==> config.mk <==
export PLATFORM = sky130hd
export DESIGN_NAME = periodic_task_tick_scheduler
export DESIGN_NICKNAME = d
export VERILOG_FILES = /design/src/ptts_pkg.sv /design/src/ptts_ctrl.sv /design/src/ptts_dp.sv /design/src/periodic_task_tick_scheduler.sv
export SDC_FILE = /design/constraint.sdc
export NUM_CORES = 1
export LEC_CHECK = 0
export ABC_AREA = 0
export BUFFER_PORTS_ARGS = -buffer_cell sky130_fd_sc_hd__buf_4
export CORE_ASPECT_RATIO = 1.25
export CORE_MARGIN = 1
export CORE_UTILIZATION = 50
export DETAILED_ROUTE_END_ITERATION = 12
export PLACE_DENSITY = 0.66
export SETUP_SLACK_MARGIN = 0.3
export SYNTH_ARGS = -nofsm -noshare
export SYNTH_HDL_FRONTEND = slang
export SYNTH_SLANG_ARGS = --single-unit
==> constraint.sdc <==
create_clock -name clk -period 9.6 [get_ports clk]
set_input_delay 1.44 -clock clk [delete_from_list [all_inputs] [get_ports clk]]
set_output_delay 1.44 -clock clk [all_outputs]
set_load 0.03 [all_outputs]
==> src/ptts_pkg.sv <==
// Shared types and constants for the periodic task tick scheduler.
// No dependencies; every other file imports this package.
package ptts_pkg;

  localparam int TASK_SLOTS_DEF = 16;
  localparam int RESULT_CAP     = 16;
  localparam int SLOT_IDX_W     = 5;
  localparam int CD_W           = 17;
  localparam int PER_W          = 16;
  localparam int TAG_W          = 8;
  localparam int FAULT_W        = 2;
  localparam int CNT_W          = $clog2(RESULT_CAP + 1);

  localparam logic OP_ADD  = 1'b0;
  localparam logic OP_TICK = 1'b1;

  localparam logic [FAULT_W-1:0] FAULT_NONE     = 2'd0;
  localparam logic [FAULT_W-1:0] FAULT_OVERLOAD = 2'd1;
  localparam logic [FAULT_W-1:0] FAULT_FULL     = 2'd2;
  localparam logic [FAULT_W-1:0] FAULT_ZERO_PER = 2'd3;

  typedef struct packed {
    logic             opcode;
    logic [PER_W-1:0] start_delay;
    logic [PER_W-1:0] task_period;
    logic [TAG_W-1:0] task_tag;
    logic             task_busy;
  } in_item_t;

  typedef struct packed {
    logic [SLOT_IDX_W-1:0] slot_index;
    logic [TAG_W-1:0]      due_tag;
    logic                  due_valid;
    logic [FAULT_W-1:0]    fault_code;
    logic                  last_of_run;
  } out_item_t;

  typedef struct packed {
    logic [CD_W-1:0]  cd;
    logic [PER_W-1:0] per;
    logic [TAG_W-1:0] tag;
  } entry_t;

  // controller -> datapath
  typedef struct packed {
    logic load;       // capture accepted transaction
    logic add_zero;   // reject add, zero period
    logic add_place;  // write entry at scan index, report it
    logic add_full;   // reject add, table full
    logic scan_next;  // advance free-slot scan
    logic rd_issue;   // read table entry at walk index
    logic proc;       // update entry held in read stage
    logic flush;      // emit closing result of a tick
  } cmd_t;

  // datapath -> controller
  typedef struct packed {
    logic period_zero;
    logic cur_free;
    logic idx_last;
    logic s1_v;
    logic s1_needs_out;
    logic rd_done;
    logic out_free;
  } sts_t;

endpackage

==> src/ptts_ctrl.sv <==
// Sequencing state machine for the tick scheduler.
// Depends on ptts_pkg; drives commands into ptts_dp.
module ptts_ctrl (
  input  logic           clk,
  input  logic           rst_n,
  input  logic           in_valid,
  input  logic           in_opcode,
  output logic           in_stall,
  input  ptts_pkg::sts_t sts,
  output ptts_pkg::cmd_t cmd
);
  import ptts_pkg::*;

  localparam logic [1:0] S_IDLE  = 2'd0;
  localparam logic [1:0] S_ADD   = 2'd1;
  localparam logic [1:0] S_TICK  = 2'd2;
  localparam logic [1:0] S_FLUSH = 2'd3;

  logic [1:0] state_r, state_nxt;
  logic       adv;

  assign in_stall = (state_r != S_IDLE);

  // read stage may advance unless it must emit into a full output register
  assign adv = !sts.s1_v || !sts.s1_needs_out || sts.out_free;

  always_comb begin
    cmd       = '0;
    state_nxt = state_r;
    case (state_r)
      S_IDLE: begin
        if (in_valid) begin
          cmd.load  = 1'b1;
          state_nxt = (in_opcode == OP_TICK) ? S_TICK : S_ADD;
        end
      end
      S_ADD: begin
        if (sts.period_zero) begin
          if (sts.out_free) begin
            cmd.add_zero = 1'b1;
            state_nxt    = S_IDLE;
          end
        end else if (sts.cur_free) begin
          if (sts.out_free) begin
            cmd.add_place = 1'b1;
            state_nxt     = S_IDLE;
          end
        end else if (sts.idx_last) begin
          if (sts.out_free) begin
            cmd.add_full = 1'b1;
            state_nxt    = S_IDLE;
          end
        end else begin
          cmd.scan_next = 1'b1;
        end
      end
      S_TICK: begin
        cmd.proc     = sts.s1_v && adv;
        cmd.rd_issue = adv && !sts.rd_done;
        if (sts.rd_done && (!sts.s1_v || adv)) begin
          state_nxt = S_FLUSH;
        end
      end
      S_FLUSH: begin
        if (sts.out_free) begin
          cmd.flush = 1'b1;
          state_nxt = S_IDLE;
        end
      end
      default: begin
        state_nxt = S_IDLE;
      end
    endcase
  end

  always_ff @(posedge clk) begin
    if (!rst_n) begin
      state_r <= S_IDLE;
    end else begin
      state_r <= state_nxt;
    end
  end

endmodule

==> src/ptts_dp.sv <==
// Datapath: task table memory, used flags, fault register, result staging.
// Depends on ptts_pkg; commanded by ptts_ctrl.
module ptts_dp #(
  parameter int TASK_SLOTS = ptts_pkg::TASK_SLOTS_DEF
) (
  input  logic                clk,
  input  logic                rst_n,
  input  ptts_pkg::in_item_t  in_data,
  input  ptts_pkg::cmd_t      cmd,
  output ptts_pkg::sts_t      sts,
  input  logic                out_stall,
  output logic                out_valid,
  output ptts_pkg::out_item_t out_data
);
  import ptts_pkg::*;

  localparam int IDX_W = (TASK_SLOTS > 1) ? $clog2(TASK_SLOTS) : 1;
  localparam logic [IDX_W-1:0] IDX_LAST = IDX_W'(TASK_SLOTS - 1);

  entry_t mem [TASK_SLOTS];
  entry_t rd_q;

  in_item_t              item_r;
  logic [TASK_SLOTS-1:0] used_r;
  logic [FAULT_W-1:0]    fault_r;
  logic [IDX_W-1:0]      idx_r;
  logic [IDX_W-1:0]      s1_idx_r;
  logic                  s1_v_r;
  logic                  rd_done_r;
  logic                  pend_v_r;
  logic [IDX_W-1:0]      pend_idx_r;
  logic [TAG_W-1:0]      pend_tag_r;
  logic [CNT_W-1:0]      cnt_r;
  logic                  out_valid_r;
  out_item_t             out_r;

  logic            s1_used, s1_due, s1_report;
  logic [CD_W-1:0] cd_dec;
  logic            mem_we;
  logic [IDX_W-1:0] mem_wa;
  entry_t          mem_wd;
  logic            emit;
  out_item_t       emit_d;
  logic            out_free;

  assign out_free = !out_valid_r || !out_stall;
  assign s1_used  = used_r[s1_idx_r];
  assign cd_dec   = rd_q.cd - CD_W'(1);
  assign s1_due   = s1_used && (cd_dec == '0);
  assign s1_report = s1_due && (cnt_r < CNT_W'(RESULT_CAP));

  always_comb begin
    sts.period_zero  = (item_r.task_period == '0);
    sts.cur_free     = !used_r[idx_r];
    sts.idx_last     = (idx_r == IDX_LAST);
    sts.s1_v         = s1_v_r;
    sts.s1_needs_out = s1_report && pend_v_r;
    sts.rd_done      = rd_done_r;
    sts.out_free     = out_free;
  end

  // table write port: add places at scan index, tick writes back read stage
  always_comb begin
    mem_we = 1'b0;
    mem_wa = s1_idx_r;
    mem_wd = rd_q;
    if (cmd.add_place) begin
      mem_we = 1'b1;
      mem_wa = idx_r;
      mem_wd.cd  = CD_W'(item_r.start_delay) + CD_W'(1);
      mem_wd.per = item_r.task_period;
      mem_wd.tag = item_r.task_tag;
    end else if (cmd.proc && s1_used) begin
      mem_we = 1'b1;
      mem_wd.cd = s1_due ? CD_W'(rd_q.per) : cd_dec;
    end
  end

  always_ff @(posedge clk) begin
    if (mem_we) begin
      mem[mem_wa] <= mem_wd;
    end
    if (cmd.rd_issue) begin
      rd_q <= mem[idx_r];
    end
  end

  // result selection
  always_comb begin
    emit   = 1'b0;
    emit_d = '0;
    emit_d.fault_code  = fault_r;
    emit_d.last_of_run = 1'b1;
    if (cmd.add_zero) begin
      emit = 1'b1;
      emit_d.slot_index = SLOT_IDX_W'(TASK_SLOTS);
      emit_d.fault_code = FAULT_ZERO_PER;
    end else if (cmd.add_full) begin
      emit = 1'b1;
      emit_d.slot_index = SLOT_IDX_W'(TASK_SLOTS);
      emit_d.fault_code = FAULT_FULL;
    end else if (cmd.add_place) begin
      emit = 1'b1;
      emit_d.slot_index = SLOT_IDX_W'(idx_r);
    end else if (cmd.proc && s1_report && pend_v_r) begin
      emit = 1'b1;
      emit_d.slot_index  = SLOT_IDX_W'(pend_idx_r);
      emit_d.due_tag     = pend_tag_r;
      emit_d.due_valid   = 1'b1;
      emit_d.last_of_run = 1'b0;
    end else if (cmd.flush) begin
      emit = 1'b1;
      if (pend_v_r) begin
        emit_d.slot_index = SLOT_IDX_W'(pend_idx_r);
        emit_d.due_tag    = pend_tag_r;
        emit_d.due_valid  = 1'b1;
      end
    end
  end

  // payload registers
  always_ff @(posedge clk) begin
    if (cmd.load) begin
      item_r <= in_data;
    end
    if (cmd.rd_issue) begin
      s1_idx_r <= idx_r;
    end
    if (cmd.proc && s1_report) begin
      pend_idx_r <= s1_idx_r;
      pend_tag_r <= rd_q.tag;
    end
    if (emit) begin
      out_r <= emit_d;
    end
  end

  // control registers
  always_ff @(posedge clk) begin
    if (!rst_n) begin
      used_r      <= '0;
      fault_r     <= FAULT_NONE;
      idx_r       <= '0;
      s1_v_r      <= 1'b0;
      rd_done_r   <= 1'b0;
      pend_v_r    <= 1'b0;
      cnt_r       <= '0;
      out_valid_r <= 1'b0;
    end else begin
      if (cmd.load) begin
        idx_r     <= '0;
        s1_v_r    <= 1'b0;
        rd_done_r <= 1'b0;
        pend_v_r  <= 1'b0;
        cnt_r     <= '0;
        if (in_data.opcode == OP_TICK && in_data.task_busy) begin
          fault_r <= FAULT_OVERLOAD;
        end
      end
      if (cmd.add_zero) begin
        fault_r <= FAULT_ZERO_PER;
      end
      if (cmd.add_full) begin
        fault_r <= FAULT_FULL;
      end
      if (cmd.add_place) begin
        used_r[idx_r] <= 1'b1;
      end
      if (cmd.scan_next) begin
        idx_r <= idx_r + IDX_W'(1);
      end
      if (cmd.rd_issue) begin
        s1_v_r <= 1'b1;
        if (idx_r == IDX_LAST) begin
          rd_done_r <= 1'b1;
        end else begin
          idx_r <= idx_r + IDX_W'(1);
        end
      end else if (cmd.proc) begin
        s1_v_r <= 1'b0;
      end
      if (cmd.proc && s1_report) begin
        pend_v_r <= 1'b1;
        cnt_r    <= cnt_r + CNT_W'(1);
      end
      if (emit) begin
        out_valid_r <= 1'b1;
      end else if (!out_stall) begin
        out_valid_r <= 1'b0;
      end
    end
  end

  assign out_valid = out_valid_r;
  assign out_data  = out_r;

endmodule

==> src/periodic_task_tick_scheduler.sv <==
// Top level of the periodic task tick scheduler.
// Depends on ptts_pkg; instantiates ptts_ctrl and ptts_dp.
//
// Time-triggered cooperative scheduler table. An add transaction (opcode 0)
// puts a task in the lowest free slot with countdown start_delay+1 and answers
// with one result naming the slot, or TASK_SLOTS (masked to 5 bits) when the
// period is zero (fault 3, wins) or the table is full (fault 2). A tick
// transaction (opcode 1) decrements every used countdown; each task reaching
// zero is reported in slot order and reloaded from its period, with
// last_of_run on the final result. A tick with nothing due gives one result
// with due_valid low. task_busy on a tick records an overload fault (1) before
// the tick is handled. fault_code on every result is the most recent fault.
// At most 16 due tasks are reported per tick; later due tasks still reload.
// Timing: one transaction at a time. An add's free-slot scan steps over used
// slots until it finds a free one or reaches the last slot. A tick walks the
// table memory (one read port, one write port) one slot per cycle through a
// registered read stage, unless the result channel stalls. A finished result
// sits in the output register, so the next transaction is accepted while it
// waits. The table needs no clearing pass after reset; only the used flags
// are cleared.
module periodic_task_tick_scheduler #(
  parameter int TASK_SLOTS = ptts_pkg::TASK_SLOTS_DEF
) (
  input  logic                clk,
  input  logic                rst_n,
  input  logic                in_valid,
  output logic                in_stall,
  input  ptts_pkg::in_item_t  in_data,
  output logic                out_valid,
  input  logic                out_stall,
  output ptts_pkg::out_item_t out_data
);
  import ptts_pkg::*;

  cmd_t cmd;
  sts_t sts;

  // sequencer: idle / add scan / tick walk / tick close
  ptts_ctrl u_ctrl (
    .clk       (clk),
    .rst_n     (rst_n),
    .in_valid  (in_valid),
    .in_opcode (in_data.opcode),
    .in_stall  (in_stall),
    .sts       (sts),
    .cmd       (cmd)
  );

  // table, fault register and result staging register
  ptts_dp #(
    .TASK_SLOTS (TASK_SLOTS)
  ) u_dp (
    .clk       (clk),
    .rst_n     (rst_n),
    .in_data   (in_data),
    .cmd       (cmd),
    .sts       (sts),
    .out_stall (out_stall),
    .out_valid (out_valid),
    .out_data  (out_data)
  );

endmodule
* After elaboration in Yosys (flattened, before gate mapping)
Memories as Yosys holds them, arrays and structs flattened. A register that Yosys moved wholly into a read port is not among the register bits.
Cells that the tools add are included.
** Word-level totals
- Input bits :: 46
- Memories :: 1
- Output and inout bits :: 19
- Word-level logic and storage cells :: 142
- Flip-flop bits (word level) :: 106
- RAM bits :: 656
** Memories
- u_dp.mem :: words 16, bits a word 41, read ports 1, clocked after Yosys merged registers in 1, wr ports 1, line ptts_dp.sv:20 : entry_t mem [TASK_SLOTS];
** Cells by class
- Reductions and logical operators :: 36
- Muxes and demuxes :: 65
- Bitwise logic cells :: 2
- Equal/unequal tests :: 8
- $lt $le $gt $ge :: 4
- Add/subtract/negate cells :: 4
** Operators with widths (number)
- 17-bit two-way mux :: 3
- 1-bit two-way mux :: 31
- 13-bit two-way mux :: 2
- 2-bit two-way mux :: 13
- 24-bit two-way mux :: 1
- 4-bit two-way mux :: 6
- 16-bit by 1-bit adder with 17-bit output, second input constant :: 1
- 17-bit zero test :: 1
- 17-bit by 1-bit subtractor with 17-bit output, second input constant :: 1
- 16-bit zero test :: 1
- 16-bit bitwise OR :: 1
- 5-bit two-way mux :: 3
- 14-bit two-way mux :: 1
- 1-bit logical AND :: 11
- 4-bit by 5-bit less-than comparator with 1-bit output, second input constant :: 2
- 3-bit nonzero test :: 3
- 1-bit binary-select mux with 4-bit select :: 2
- 2-bit case mux with 4 select lines :: 1
- 2-bit nonzero test :: 4
- 5-bit by 1-bit adder with 5-bit output, second input constant :: 1
- 1-bit zero test :: 5
- 5-bit less-than comparator, second input constant :: 1
- 4-bit by 1-bit adder with 4-bit output, second input constant :: 1
- 1-bit demux with 4-bit select :: 1
- other kinds (15) :: 22

* Longest topological paths before layout
- Depth in word-level cells :: 17
- Mapped depth :: 14
- Mapped depth without buffers :: 11

* By module
Synthesis repeated with hierarchy kept, for this count alone.
** Second synthesis, totals
- Cell total of the unflattened synthesis :: 1515
- Area, all modules :: 31594.1 µm²
** By module, submodules not included
- ptts_dp :: times used 1, cells each 1487, sequential area each 23742.8 µm², area each 31386.4 µm²
- ptts_ctrl :: times used 1, cells each 28, sequential area each 40.0 µm², area each 207.7 µm²

* Worst setup path after synthesis
OpenSTA, ideal clock, no wires.
- Path kind :: reg2reg
- From :: register u_dp.rd_q[24] (netlist name)
- To :: register u_dp.rd_done_r
- Buffers on the path :: 2
- Period minus slack after synthesis :: 5.972 ns
- Library setup time :: 0.079 ns
- Stages on the path, launching flop included :: 13
- Data arrival time :: 5.894 ns
- Setup slack :: 3.628 ns
- Path through :: edfxtp_1 buf_6 inv_1 ha_1 buf_2 or3b_2 nor4b_2 nor4_1 o31ai_1 nor2_1 nor3_1 a22oi_1 nor2_1
** RTL lines
- to (signal assigned) :: line ptts_dp.sv:145 : rd_done_r <= 1'b0;
- to (signal assigned) :: line ptts_dp.sv:153 : rd_done_r <= 1'b0;
- to (signal assigned) :: line ptts_dp.sv:175 : rd_done_r <= 1'b1;
- to (decl) :: line ptts_dp.sv:29 : logic rd_done_r;

* Worst setup path in the final report
- From :: register u_dp.idx_r[0]
- To :: memory u_dp.mem[4][4] (netlist name), enable pin
** On the way
- Word-level cells in the longest chain between the ends :: 8
- Elaborated cells on any way between the ends :: 9
** RTL lines
- from (decl) :: line ptts_dp.sv:26 : logic [IDX_W-1:0] idx_r;
- from (signal assigned) :: line ptts_dp.sv:170 : idx_r <= idx_r + IDX_W'(1);
- from (signal assigned) :: line ptts_dp.sv:177 : idx_r <= idx_r + IDX_W'(1);
- 1-bit binary-select mux with 4-bit select :: line ptts_dp.sv:54 : sts.cur_free = !used_r[idx_r];
- 1-bit two-way mux (implied by the code) :: line ptts_dp.sv:54
- 1-bit two-way mux :: line ptts_ctrl.sv:43 : end else if (sts.cur_free) begin
- 3-bit two-way mux :: line ptts_ctrl.sv:38 : if (sts.period_zero) begin
- 4-bit two-way mux :: line ptts_ctrl.sv:30 : case (state_r)
- 1-bit two-way mux :: line ptts_dp.sv:67 : if (cmd.add_place) begin
- 1-bit two-way mux :: line ptts_dp.sv:80 : if (mem_we) begin
- 1-bit two-way mux (implied by the code) :: line ptts_dp.sv:81 : mem[mem_wa] <= mem_wd;
- to (decl) :: line ptts_dp.sv:20
Parallel ways exist; a longest one is shown, timed or not. The select of a mux whose other input is x is not followed.

==> impl_metrics.py <==
metrics = {
    "setup_path": {
        "worstSetupPathType": "flop to flop",
        "cp.required_ps": 9850,
        "crit_path_end_kind": "flop",
        "cp_max_fo": 43,
        "worstPathArrival_ps": 5960,
        "cp-start-kind": "flop",
    },
    "power": {
        "leakage_uw": 0.01100,
        "power_density_nw_per_um2": 208.0,
        "vdd_drop_max_mv": 0.1619,
    },
    "die": {
        "die-area_um2": 64130,
        "fp.dieH_um": 282.9,
        "coreArea_um2": 62150,
        "initial_core_util": 0.5078,
        "row_count": 102,
        "die_w_um": 226.7,
        "pin_count": 65,
    },
    "sta": {
        "setup_violations": 0,
        "finalCriticalPeriod_ps": 5702,
        "fmax_mhz": 175.4,
        "fin_setup_tns_ps": 0,
        "fin_ws_ps": 3898,
        "fin_crit_sh": 0.5940,
        "drv_slew": 0,
        "slew_headroom": 0.2155,
        "fin_skew_ps": 28.30,
        "rsz0062_at_grt": "false",
        "worstMarginPinSlew_ps": 1177,
        "hold_viol": 0,
    },
    "yosys": {
        "synth_cells": 1551,
        "postSynthAreaPerCell_um2": 20.35,
        "synth_sequential_area_ratio": 0.7536,
        "ys.flop_type": "edfxtp_1",
        "synth_edf_count": 770,
        "synth.distinct_cells": 73,
        "async_reset_ff_frac": 0,
        "synth_nets": 1605,
        "syn_area_um2": 31560,
        "synth-seq-cells": 803,
        "ys_warn_count": 0,
    },
    "drt": {
        "drc": 0,
        "ant_nets": 0,
        "drt_iter0_drc": 1777,
        "wire_per_inst_um": 26.81,
        "vias": 15450,
        "dr.pass1.iters": 5,
        "wl_mm": 68.21,
        "avgViaCountPerCell": 6.072,
    },
    "placement": {
        "pre_cts_ws_ps": 3858,
        "place_hpwl_mm": 38.56,
        "gp_congestion": 0.8412,
        "portBuffers": 64,
        "dpl_cell_area_um2": 33160,
        "numPlacedInstances": 2403,
    },
    "clocking": {
        "clockBufferDepth": 3,
        "postCtsHoldBufs": 0,
        "cts_max_level": 3,
        "cts_inserted_buffers": 77,
        "cts-resized-gates": 0,
        "cts_tree": "built",
        "cts_sinks": 803,
        "postCtsSetupRepairBufs": 0,
        "cts_root_buffer": "clkbuf_16",
        "clk_latency_ps": 640,
        "cts.clk_slew.worst_paths_ps": 60,
    },
    "final_layout": {
        "multiInputGateArea_um2": 7527,
        "fill_cells": 4565,
        "regArea_um2": 23800,
        "fin_cells": 2544,
        "nNetsFinal": 1705,
        "n_antenna_cell": 0,
        "syn2layout_area_growth_pct": 12.79,
        "drive_gt1_frac": 0.2734,
        "design_area_um2": 35590,
    },
    "hold_path": {
        "hp-class": "flop to flop",
    },
    "global_routing": {
        "gr-usage-all-layers": 0.2220,
        "grt_pass1_wl_mm": 102.1,
        "gr-total-overflow": 0,
        "antenna_found_initial": 1,
        "grt_max_degree": 62,
        "grt_pass1_vias": 15910,
    },
    "flow_run": {
        "cap_violations": 0,
    },
    "run_status": {
        "status": "complete, no violations",
    },
}
power by group:
part | total [uW] | switching, uW | internal, uW
logic | 454 | 285 | 168
registers | 4030 | 56.8 | 3980
clock network | 2920 | 1270 | 1650
placed cells by master, fill, tap and decap left out, drive strengths merged, types with 3 or more instances in the layout:
cell type / Yosys / final
a211oi: 4 / 4
a21o: 3 / 3
a21oi: 44 / 44
a22o: 6 / 6
a22oi: 3 / 3
a311o: 3 / 3
a31oi: 15 / 15
and2: 10 / 10
and3: 11 / 11
buf: 27 / 99
bufinv: 0 / 5
clkbuf: 51 / 96
clkinv: 0 / 36
dfxtp: 33 / 33
edfxtp: 770 / 770
ha: 8 / 8
inv: 16 / 18
mux2i: 5 / 5
mux4: 214 / 214
nand2: 94 / 94
nand2b: 5 / 5
nand3: 22 / 22
nand3b: 3 / 3
nand4: 11 / 11
nor2: 73 / 73
nor2b: 7 / 7
nor3: 16 / 16
nor3b: 5 / 5
nor4: 11 / 11
nor4b: 4 / 4
o21a: 3 / 3
o21ai: 16 / 16
o22ai: 3 / 3
o31ai: 4 / 4
or2: 6 / 6
or3: 4 / 4
xnor2: 4 / 4
xor2: 12 / 12
cell type report:
type	instances	area share
Sequential cell	803	0.6685
Multi-Input combinational cell	654	0.2115
Clock buffer	96	0.05702
Tap cell	832	0.02925
Timing Repair Buffer	99	0.02081
Clock inverter	44	0.01121
Inverter	16	0.001687
per-stage QoR:
step | power (uW) | hold slack (ps) | utilization
2_1_floorplan | 4386 | 406.4 | -
3_3_place_gp | 4553 | 448.0 | 0.5335
3_5_place_dp | 4567 | 445.7 | 0.5335
4_1_cts | 7466 | 457.7 | 0.5726
5_1_grt | 7633 | 459.7 | 0.5727
6_report | 7405 | 454.3 | 0.5727
state kept, by name, indices dropped and copies added, names as in the netlist, 2 cells and up:
| signal | flops |
|---|---|
| u_dp.idx_r | 4 |
| u_dp.rd_q | 41 |
| u_dp.used_r | 16 |
| u_dp.item_r | 40 |
| u_dp.s1_idx_r | 4 |
| u_dp.fault_r | 2 |
| u_dp.out_data | 17 |
| u_dp.mem | 656 |
| u_dp.cnt_r | 5 |
| u_dp.pend_idx_r | 4 |
| u_dp.pend_tag_r | 8 |
| u_ctrl.state_r | 2 |
routing by layer:
metal / GRT usage / up-vias / part of all wire
met5: 0 / - / 0
met1: 0.3105 / 8144 / 0.41
met4: 0.05752 / 0 / 0.017
met2: 0.3662 / 584 / 0.50
li1: - / 6625 / -
met3: 0.03614 / 95 / 0.070
cell families (layout without fill, tap and decap cells):
family,count (synthesis),in the layout,share of synthesized area
AOI/OAI and AO/OA,120,120,0.02545
DFF,803,803,0.7536
muxes,220,220,0.1547
and+or+nand+nor,290,290,0.04663
xor gates and xnor gates,16,16,0.004440
adders and majority gates,8,8,0.003172
buffers and inverters,94,255,0.01201
critical path, cell delays in order, from the launching register on:
cell and delay, ps:
dfxtp_4 790, buf_4 670, mux4_2 600, mux4_2 540
or3b_2 480, buf_4 340, nor3b_2 430, a21oi_1 270
nor2_4 550, buf_4 590
path summary, 6_finish.rpt:
path | startpoint | end | slack [ps] | cells past startpoint
worst max-delay path | u_dp.idx_r[0] | u_dp.mem[4][4] | 3900 | 9
worst min-delay path | u_dp.rd_q[1] | u_dp.pend_tag_r[1] | 450 | 0
worst max register to register | u_dp.idx_r[0] | u_dp.mem[4][4] | 3900 | 9
worst min register to register | u_dp.rd_q[1] | u_dp.pend_tag_r[1] | 450 | 0
synth_stat cells, drive strengths merged (7+ instances only):
| master | count | share of area |
|---|---|---|
| edfxtp | 770 | 0.73 |
| mux4 | 214 | 0.15 |
| nand2 | 94 | 0.011 |
| nor2 | 73 | 0.0087 |
| clkbuf | 51 | 0.0061 |
| a21oi | 44 | 0.0070 |
| dfxtp | 33 | 0.021 |
| buf | 27 | 0.0040 |
| nand3 | 22 | 0.0039 |
| inv | 16 | 0.0019 |
| nor3 | 16 | 0.0030 |
| o21ai | 16 | 0.0025 |
| a31oi | 15 | 0.0030 |
| xor2 | 12 | 0.0033 |
| and3 | 11 | 0.0023 |
| nand4 | 11 | 0.0022 |
| nor4 | 11 | 0.0022 |
| and2 | 10 | 0.0020 |
| ha | 8 | 0.0032 |
| nor2b | 7 | 0.0014 |
Note: power is estimated with default switching activity, not from simulation.
